===== src/hw/rtl/ps2mct_pkg.sv =====
// Package for the PS/2 mouse packet cursor tracker.
// Holds the flag-byte bit positions, field widths and the packet struct.
// Has no dependencies.
`default_nettype none

package ps2mct_pkg;

    localparam int BYTE_W  = 8;
    localparam int COORD_W = 12;
    localparam int BTN_W   = 3;
    localparam int CFG_IDX_W = 1;

    // Bit positions within the flags byte.
    localparam int BTN_LSB      = 0;
    localparam int SYNC_BIT     = 3;
    localparam int X_SIGN_BIT   = 4;
    localparam int Y_SIGN_BIT   = 5;
    localparam int X_OVF_BIT    = 6;
    localparam int Y_OVF_BIT    = 7;

    localparam logic [COORD_W-1:0] X_LIMIT_RESET = 12'd1023;
    localparam logic [COORD_W-1:0] Y_LIMIT_RESET = 12'd767;
    localparam logic [COORD_W-1:0] POS_X_RESET   = 12'd400;
    localparam logic [COORD_W-1:0] POS_Y_RESET   = 12'd300;

    localparam logic [CFG_IDX_W-1:0] REG_X_LIMIT = 1'b0;
    localparam logic [CFG_IDX_W-1:0] REG_Y_LIMIT = 1'b1;

    typedef struct packed {
        logic              done;
        logic [BYTE_W-1:0] flags;
        logic [BYTE_W-1:0] x_byte;
        logic [BYTE_W-1:0] y_byte;
    } packet_t;

endpackage

`default_nettype wire


===== src/hw/rtl/ps2_mouse_packet_cursor_tracker.sv =====
// Top level of the PS/2 mouse packet cursor tracker.
// Instantiates ps2mct_framer and applies each packet to the cursor position.
// Depends on ps2mct_pkg.
//
// Mouse bytes arrive one item at a time on the s_axis channel. Every third
// byte of a packet that passes the sync check and has no overflow flag yields
// one item on the m_axis channel carrying the clamped cursor X, cursor Y and
// the three button bits. Dropped sync bytes and overflowed packets give no item.
// A byte passes through an input register and then the result register. One
// byte is taken every cycle unless a held result is stalled; the input
// register, the packet framer and the result register all advance together
// on one enable, so when the receiver stalls a held result, the whole path
// freezes and s_axis_tready falls until the result is taken. The limits are
// written through the cfg port, by the user only while the block is idle;
// the block itself does not enforce this. Reset sets the limits to 1023 and
// 767, the cursor to (400, 300), and restarts packet framing at the flags byte.
`default_nettype none

module ps2_mouse_packet_cursor_tracker
(
    input  wire logic                               clk,
    input  wire logic                               rst_n,
    input  wire logic                               s_axis_tvalid,
    output logic                                    s_axis_tready,
    input  wire logic [7:0]                         s_axis_tdata,  // rx_byte[7:0]
    output logic                                    m_axis_tvalid,
    input  wire logic                               m_axis_tready,
    output logic [31:0]                             m_axis_tdata,  // cursor_x[11:0],
                                                                   // cursor_y[23:12],
                                                                   // button_bits[26:24]
    input  wire logic                               cfg_we,
    input  wire logic [ps2mct_pkg::CFG_IDX_W-1:0]   cfg_index,
    input  wire logic [ps2mct_pkg::COORD_W-1:0]     cfg_data
);
    import ps2mct_pkg::*;

    localparam int SUM_W = COORD_W + 2;

    logic                advance;
    logic                in_valid_reg;
    logic [BYTE_W-1:0]   in_byte_reg;
    packet_t             packet;

    logic [COORD_W-1:0]  x_limit_reg;
    logic [COORD_W-1:0]  y_limit_reg;
    logic [COORD_W-1:0]  pos_x_reg;
    logic [COORD_W-1:0]  pos_y_reg;
    logic [COORD_W-1:0]  pos_x_next;
    logic [COORD_W-1:0]  pos_y_next;
    logic                accept_pkt;

    logic                out_valid_reg;
    logic [COORD_W-1:0]  out_x_reg;
    logic [COORD_W-1:0]  out_y_reg;
    logic [BTN_W-1:0]    out_btn_reg;

    logic signed [SUM_W-1:0] dx;
    logic signed [SUM_W-1:0] dy;
    logic signed [SUM_W-1:0] nx;
    logic signed [SUM_W-1:0] ny;

    assign advance       = !out_valid_reg || m_axis_tready;
    assign s_axis_tready = advance;

    ps2mct_framer u_framer
    (
        .clk     (clk),
        .rst_n   (rst_n),
        .byte_en (advance && in_valid_reg),
        .rx_byte (in_byte_reg),
        .packet  (packet)
    );

    assign accept_pkt = packet.done && !packet.flags[X_OVF_BIT] && !packet.flags[Y_OVF_BIT];

    always_comb
    begin
        dx = {{(SUM_W-BYTE_W-1){packet.flags[X_SIGN_BIT]}}, packet.flags[X_SIGN_BIT],
              packet.x_byte};
        dy = {{(SUM_W-BYTE_W-1){packet.flags[Y_SIGN_BIT]}}, packet.flags[Y_SIGN_BIT],
              packet.y_byte};
        nx = $signed({2'b00, pos_x_reg}) + dx;
        ny = $signed({2'b00, pos_y_reg}) - dy;

        priority if (nx < 0)
            pos_x_next = '0;
        else if (nx > $signed({2'b00, x_limit_reg}))
            pos_x_next = x_limit_reg;
        else
            pos_x_next = nx[COORD_W-1:0];

        priority if (ny < 0)
            pos_y_next = '0;
        else if (ny > $signed({2'b00, y_limit_reg}))
            pos_y_next = y_limit_reg;
        else
            pos_y_next = ny[COORD_W-1:0];
    end

    always_ff @(posedge clk or negedge rst_n)
    begin
        if (!rst_n)
        begin
            in_valid_reg  <= 1'b0;
            out_valid_reg <= 1'b0;
            x_limit_reg   <= X_LIMIT_RESET;
            y_limit_reg   <= Y_LIMIT_RESET;
            pos_x_reg     <= POS_X_RESET;
            pos_y_reg     <= POS_Y_RESET;
        end
        else
        begin
            if (cfg_we)
            begin
                unique case (cfg_index)
                    REG_X_LIMIT: x_limit_reg <= cfg_data;
                    REG_Y_LIMIT: y_limit_reg <= cfg_data;
                    default:     ;
                endcase
            end
            if (advance)
            begin
                in_valid_reg  <= s_axis_tvalid;
                out_valid_reg <= in_valid_reg && accept_pkt;
                if (in_valid_reg && accept_pkt)
                begin
                    pos_x_reg <= pos_x_next;
                    pos_y_reg <= pos_y_next;
                end
            end
        end
    end

    always_ff @(posedge clk)
    begin
        if (advance)
        begin
            in_byte_reg <= s_axis_tdata;
            if (in_valid_reg && accept_pkt)
            begin
                out_x_reg   <= pos_x_next;
                out_y_reg   <= pos_y_next;
                out_btn_reg <= packet.flags[BTN_LSB +: BTN_W];
            end
        end
    end

    assign m_axis_tvalid = out_valid_reg;
    assign m_axis_tdata  = {5'b0, out_btn_reg, out_y_reg, out_x_reg};

    // A fresh result always follows a byte that sat in the input register.
    assert property (@(posedge clk) disable iff (!rst_n)
        $rose(out_valid_reg) |-> $past(in_valid_reg))
        else $error("result appeared without a byte in the input register");

    // The cursor moves only when a packet is applied.
    assert property (@(posedge clk) disable iff (!rst_n)
        !(advance && in_valid_reg && accept_pkt) |=> $stable(pos_x_reg) && $stable(pos_y_reg))
        else $error("cursor changed without an accepted packet");

    // A newly loaded result lies within the limits it was clamped to.
    assert property (@(posedge clk) disable iff (!rst_n)
        advance && in_valid_reg && accept_pkt && !cfg_we
        |=> out_x_reg <= x_limit_reg && out_y_reg <= y_limit_reg)
        else $error("result outside the cursor limits");

    // The result register mirrors the cursor position while a result waits.
    assert property (@(posedge clk) disable iff (!rst_n)
        out_valid_reg |-> out_x_reg == pos_x_reg && out_y_reg == pos_y_reg)
        else $error("held result differs from the cursor position");

endmodule

`default_nettype wire


===== src/hw/rtl/ps2mct_framer.sv =====
// Gathers mouse bytes into three-byte packets and keeps the stream in sync.
// Depends on ps2mct_pkg for the packet struct and flag bit positions.
`default_nettype none

module ps2mct_framer
(
    input  wire logic                        clk,
    input  wire logic                        rst_n,
    input  wire logic                        byte_en,
    input  wire logic [ps2mct_pkg::BYTE_W-1:0] rx_byte,
    output ps2mct_pkg::packet_t              packet
);
    import ps2mct_pkg::*;

    localparam logic [1:0] POS_FLAGS = 2'd0;
    localparam logic [1:0] POS_X     = 2'd1;
    localparam logic [1:0] POS_Y     = 2'd2;

    logic [1:0]        pos_reg;
    logic [1:0]        pos_next;
    logic [BYTE_W-1:0] flags_reg;
    logic [BYTE_W-1:0] x_byte_reg;

    always_comb
    begin
        pos_next = pos_reg;
        packet.done   = 1'b0;
        packet.flags  = flags_reg;
        packet.x_byte = x_byte_reg;
        packet.y_byte = rx_byte;
        if (byte_en)
        begin
            unique case (pos_reg)
                POS_FLAGS:
                begin
                    if (rx_byte[SYNC_BIT])
                    begin
                        pos_next = POS_X;
                    end
                end
                POS_X:
                begin
                    pos_next = POS_Y;
                end
                default:
                begin
                    // The third byte, also taken for the unreachable fourth code.
                    pos_next    = POS_FLAGS;
                    packet.done = 1'b1;
                end
            endcase
        end
    end

    always_ff @(posedge clk or negedge rst_n)
    begin
        if (!rst_n)
        begin
            pos_reg <= POS_FLAGS;
        end
        else
        begin
            pos_reg <= pos_next;
        end
    end

    always_ff @(posedge clk)
    begin
        if (byte_en && pos_reg == POS_FLAGS && rx_byte[SYNC_BIT])
        begin
            flags_reg <= rx_byte;
        end
        if (byte_en && pos_reg == POS_X)
        begin
            x_byte_reg <= rx_byte;
        end
    end

endmodule

`default_nettype wire

===== config.mk =====
export PLATFORM = sky130hd
export DESIGN_NAME = ps2_mouse_packet_cursor_tracker
export DESIGN_NICKNAME = d
export VERILOG_FILES = /design/src/hw/rtl/ps2mct_pkg.sv /design/src/hw/rtl/ps2_mouse_packet_cursor_tracker.sv /design/src/hw/rtl/ps2mct_framer.sv
export SDC_FILE = /design/constraint.sdc
export NUM_CORES = 1
export LEC_CHECK = 0
export BUFFER_PORTS_ARGS = -buffer_cell sky130_fd_sc_hd__buf_2
export CAP_MARGIN = 20
export CELL_PAD_IN_SITES_DETAIL_PLACEMENT = 1
export CELL_PAD_IN_SITES_GLOBAL_PLACEMENT = 1
export CORE_MARGIN = 4
export CORE_UTILIZATION = 36
export CTS_CLUSTER_DIAMETER = 200
export DETAILED_ROUTE_END_ITERATION = 6
export PLACE_DENSITY_LB_ADDON = 0.1
export REMOVE_ABC_BUFFERS = 1
export SKIP_CTS_REPAIR_TIMING = 1
export SYNTH_ARGS = -nofsm -noshare
export SYNTH_HDL_FRONTEND = slang
export SYNTH_HIERARCHICAL = 1
export SYNTH_SLANG_ARGS = --single-unit

===== constraint.sdc =====
create_clock -name clk -period 4.4 [get_ports clk]
set_input_delay 0.22 -clock clk [delete_from_list [all_inputs] [get_ports clk]]
set_output_delay 0.22 -clock clk [all_outputs]
set_load 0.02 [all_outputs]

== After elaboration in Yosys (flattened, before gate mapping) ==
Cells that the tools add are included.
Cells by class
  add/subtract/negate cells: 2
  shift operators: 0
  reductions and logical operators: 17
  $lt $le $gt $ge: 4
  multipliers: 0
  multiplexer cells: 8
  bitwise logic cells: 1
  divide/modulo/power cells: 0
  equality and inequality tests: 2
Operators by type and width (number)
  12-bit 2-to-1 mux: 4
  14-bit by 13-bit > comparator with 1-bit output: 2
  14-bit by 1-bit < comparator with 1-bit output, second input constant: 2
  13-bit by 9-bit adder with 14-bit output: 1
  13-bit by 9-bit subtractor with 14-bit output: 1
  2-bit AND reduction: 4
  1-bit logical AND: 7
  2-bit one-hot mux with 2 select lines: 1
  1-bit zero test: 3
  2-bit by 1-bit equality test with 1-bit output, second input constant: 1
  2-bit zero test: 1
  1-bit 2-to-1 mux: 2
  2-bit 2-to-1 mux: 1
  2-bit inequality test, second input constant: 1
  2-bit OR reduction: 1
  1-bit logical OR: 1
  1-bit NOT: 1
Word-level totals
  word-level logic and storage cells: 47
  bits in writable memories: 0
  output and inout port bits: 34
  register bits: 103
  memories kept: 0
  bits in latches: 0
  memory bits (read-only): 0

== Logic depth before layout (Yosys ltp) ==
  depth after elaboration: 8
  mapped depth: 21
  gate-level depth less buffers: 19

== By module ==
Netlist, hierarchy kept.
Modules (own cells, without submodules)
  ps2_mouse_packet_cursor_tracker: cells each 515, area an instance 5182.5 um^2, times used 1
  ps2mct_framer: cells each 33, area an instance 639.4 um^2, times used 1

== Least setup slack after synthesis ==
Ideal clock, no wire load.
  path kind: register -> register
  start: register in_byte_reg[1]
  end: register out_y_reg[6] (data pin)
  stages on the path, launching flop included: 22
  period minus slack after synthesis: 4.179 ns
  setup slack: 0.221 ns
  data required time: 4.142 ns
  arrival: 3.921 ns
  path through: edfxtp_1 -> buf_4 -> inv_1 -> ha_1 -> nor2b_1 -> o31a_1 -> o41a_1 -> o311a_1 -> o21a_1 -> nor2_1 -> xnor2_1 -> inv_1 -> ha_1 -> and4_1 -> nand3_1 -> nor3_1 -> a31o_2 -> a21oi_1 -> mux2_4 -> buf_2 -> a32oi_1 -> inv_1
On the way
  longest elaborated chain between the ends: 4
Ends and longest elaborated chain
  start: declaration: line ps2_mouse_packet_cursor_tracker.sv:41  | logic [BYTE_W-1:0] in_byte_reg;
  start signal: assignment: line ps2_mouse_packet_cursor_tracker.sv:138  | in_byte_reg <= s_axis_tdata;
  13-bit by 9-bit subtractor with 14-bit output (*): line ps2_mouse_packet_cursor_tracker.sv:83  | ny = $signed({2'b00, pos_y_reg}) - dy;
  14-bit by 13-bit > comparator with 1-bit output: line ps2_mouse_packet_cursor_tracker.sv:94  | else if (ny > $signed({2'b00, y_limit_reg}))
  12-bit 2-to-1 mux: line ps2_mouse_packet_cursor_tracker.sv:94
  12-bit 2-to-1 mux (*): line ps2_mouse_packet_cursor_tracker.sv:92  | priority if (ny < 0)
  via pos_y_next[6]: line ps2_mouse_packet_cursor_tracker.sv:49  | logic [COORD_W-1:0] pos_y_next;
  end signal: assignment: line ps2_mouse_packet_cursor_tracker.sv:142  | out_y_reg <= pos_y_next;
  end: declaration: line ps2_mouse_packet_cursor_tracker.sv:54  | logic [COORD_W-1:0] out_y_reg;
The timed path passes the listed nets; every way through them passes the cells marked *.
A chain may end at the register's enable or synchronous reset.

== Worst setup path after layout ==
  start: register in_byte_reg[1]
  end: register pos_y_reg[10]
On the way
  longest elaborated chain between the ends: 4
Ends and longest elaborated chain
  13-bit by 9-bit subtractor with 14-bit output (*): line ps2_mouse_packet_cursor_tracker.sv:83
  14-bit by 13-bit > comparator with 1-bit output: line ps2_mouse_packet_cursor_tracker.sv:94
  12-bit 2-to-1 mux: line ps2_mouse_packet_cursor_tracker.sv:94
  12-bit 2-to-1 mux (*): line ps2_mouse_packet_cursor_tracker.sv:92
  via pos_y_next[10]: line ps2_mouse_packet_cursor_tracker.sv:49
  end signal: assignment: line ps2_mouse_packet_cursor_tracker.sv:128  | pos_y_reg <= pos_y_next;
  end: declaration: line ps2_mouse_packet_cursor_tracker.sv:47  | logic [COORD_W-1:0] pos_y_reg;
Marked as above.

==> results.sh <==
export IMPL_run_status="finished with violations"
export IMPL_violations_in_the_final_reports="setup timing"
export IMPL_nets=723
export IMPL_r2r_slack_ps=-100
export IMPL_portBuffers=54
export IMPL_worst_ep_required_time_ps=4640
export IMPL_number_of_antenna_violations_at_the_first_check_in_global_routing=0
export IMPL_grt_overflow_total=0
export IMPL_fin_crit_ps=4500
export IMPL_synth_cells=547
export IMPL_synth_avg_cell_area_um2=10.6
export IMPL_finalClockSkew_ps=11.6
export IMPL_reg2reg_depth=19
export IMPL_tritoncts="built"
export IMPL_max_slew_margin_rel=0.351
export IMPL_timing_hold_worst_path_depth=1
export IMPL_drtPass1Iterations=4
export IMPL_number_of_nets_with_antenna_violations_after_detailed_routing=0
export IMPL_worst_setup_path_start_kind="register"
export IMPL_post_synth_instance_area_um2=5790
export IMPL_placement_setup_worst_slack_ps=-373
export IMPL_irDropWorstVdd_v=0.000331
export IMPL_routed_wl_um=16600
export IMPL_fp_dieArea_um2=18200
export IMPL_tritoncts_num_sinks=102
export IMPL_utilization_after_layout=0.460
export IMPL_critical_path_reg2reg_endpoint="pos_y_reg[10]"
export IMPL_start_util=0.366
export IMPL_maxCapViolations=0
export IMPL_core_um2=15800
export IMPL_timing_rr_start="in_byte_reg[1]"
export IMPL_timing_max_transition_violations_final=0
export IMPL_rows=46
export IMPL_via_count_of_the_first_global_routing_pass=4738
export IMPL_grt_pass1_wl_um=25900
export IMPL_die_width_um=135
export IMPL_postLayoutSetupSlackWorst_ps=-105
export IMPL_maxClockFrequency_mhz=222
export IMPL_ctsLongestPathBuffers=2
export IMPL_drc_errors=0
export IMPL_worstPathMaxFanout=6
export IMPL_grt_start_max_net_pins=43
export IMPL_boundaryPins=60
export IMPL_area_growth_synth_to_final_pct=25.7
export IMPL_leakage_nw=3.25
export IMPL_clkTransAtPathRegs_ps=70
export IMPL_worstSetupPathType="register to register"
export IMPL_final_worst_path_period_share=1.02
export IMPL_detail_route_wl_per_cell_um=19.2
export IMPL_post_dp_hpwl_um=12000
export IMPL_grt_use_total=0.185
export IMPL_die_y_um=135
export IMPL_min_delay_start="s_axis_tdata[6]"
export IMPL_worstSkewPairLatency_ps=360
export IMPL_drt_initial_violations=182
export IMPL_hold_path_end="in_byte_reg[6]"
export IMPL_power_density_cell_area_nw_per_um2=810
export IMPL_numCtsBuffers=9
export IMPL_clockRootBuffer="sky130_fd_sc_hd__clkbuf_16"
export IMPL_diodes=0
export IMPL_cp_arrival_ps=4750
export IMPL_global_placement_routability_congestion=0.890
export IMPL_finalSetupViolCount=11
export IMPL_vias=4478
export IMPL_rsz_0062_raised_after_global_routing="true"
export IMPL_hold_class="input port to register"
export IMPL_layout_drive_gt1_share=0.346
export IMPL_leading_cell_types_in_the_layout_fill_and_taps_excluded="sky130_fd_sc_hd__buf_2 (54), sky130_fd_sc_hd__inv_1 (53), sky130_fd_sc_hd__edfxtp_1 (50), sky130_fd_sc_hd__buf_4 (50), sky130_fd_sc_hd__ha_1 (47)"
export IMPL_mostFrequentLayoutCell="sky130_fd_sc_hd__buf_2"
export IMPL_via_per_inst=5.17
export IMPL_hold_fails_final_rpt=0
export IMPL_critical_path_endpoint_type="register"
export IMPL_ys_warnings_count=6
export IMPL_cts_htree_levels=3
export IMPL_max_slew_worst_pin_slew_ps=947
-- critical path, stage by stage, from the launching register on --
cell	delay, ps
sky130_fd_sc_hd__edfxtp_1	410
sky130_fd_sc_hd__inv_2	100
sky130_fd_sc_hd__ha_4	200
sky130_fd_sc_hd__nor2b_4	120
sky130_fd_sc_hd__o31a_1	340
sky130_fd_sc_hd__o41a_1	350
sky130_fd_sc_hd__o311a_1	360
sky130_fd_sc_hd__o21a_1	190
sky130_fd_sc_hd__nor2_2	150
sky130_fd_sc_hd__xnor2_2	160
sky130_fd_sc_hd__inv_2	80
sky130_fd_sc_hd__ha_4	270
sky130_fd_sc_hd__and4_4	240
sky130_fd_sc_hd__nand3_4	90
sky130_fd_sc_hd__nor3_4	180
sky130_fd_sc_hd__a31o_4	170
sky130_fd_sc_hd__a21oi_4	70
sky130_fd_sc_hd__mux2_4	350
sky130_fd_sc_hd__a32o_2	270
sky130_fd_sc_hd__mux2_4	260
-- layer usage --
metal,track usage,share of wire,vias up
met5,0,0,-
met4,0.0458,0.013,0
met3,0.0373,0.025,23
met2,0.327,0.52,57
met1,0.234,0.44,2252
li1,-,-,2146
-- report_power, final --
| group | switching [mW] | internal (mW) | leakage, nW |
|---|---|---|---|
| clock | 0.374 | 0.479 | 0.160 |
| sequential | 0.124 | 1.29 | 1.07 |
| combinational | 2.03 | 1.60 | 2.03 |
-- through the flow --
step                      TNS, ps  power, mW  hold WS (ps)  std cells  cell area, um2
after floorplan                 0       3.27         -75.6        524            5650
after global placement      -8570       4.18           145        831            6470
after detailed placement    -5820       4.30           151        831            6470
after CTS                   -6270       5.19          -237        847            6790
after global routing        -4610       6.39          13.3        866            7280
final                        -557       5.90          33.5        866            7280
-- cell type report --
cell class	instances	area [um2]
fillers	1759	8550
repair buffers	107	678
well taps	216	270
clock inverters	6	66.3
clock buffers	10	250
multi-input cells	369	2970
inverters	56	210
flip-flops and latches	102	2840
-- how the worst max path moves through the flow --
stage / start / endpoint / slack, ps / depth (start not counted)
after floorplan: u_framer/x_byte_reg[0] / out_x_reg[5] / 180 / 18
after global placement: in_byte_reg[1] / pos_y_reg[10] / -310 / 19
after detailed placement: in_byte_reg[1] / pos_y_reg[10] / -370 / 19
after CTS: in_byte_reg[1] / pos_y_reg[10] / -400 / 19
after global routing: in_byte_reg[1] / pos_y_reg[10] / -280 / 19
final: in_byte_reg[1] / pos_y_reg[10] / -100 / 19
No activity file was read; power rests on OpenSTA's default activity.
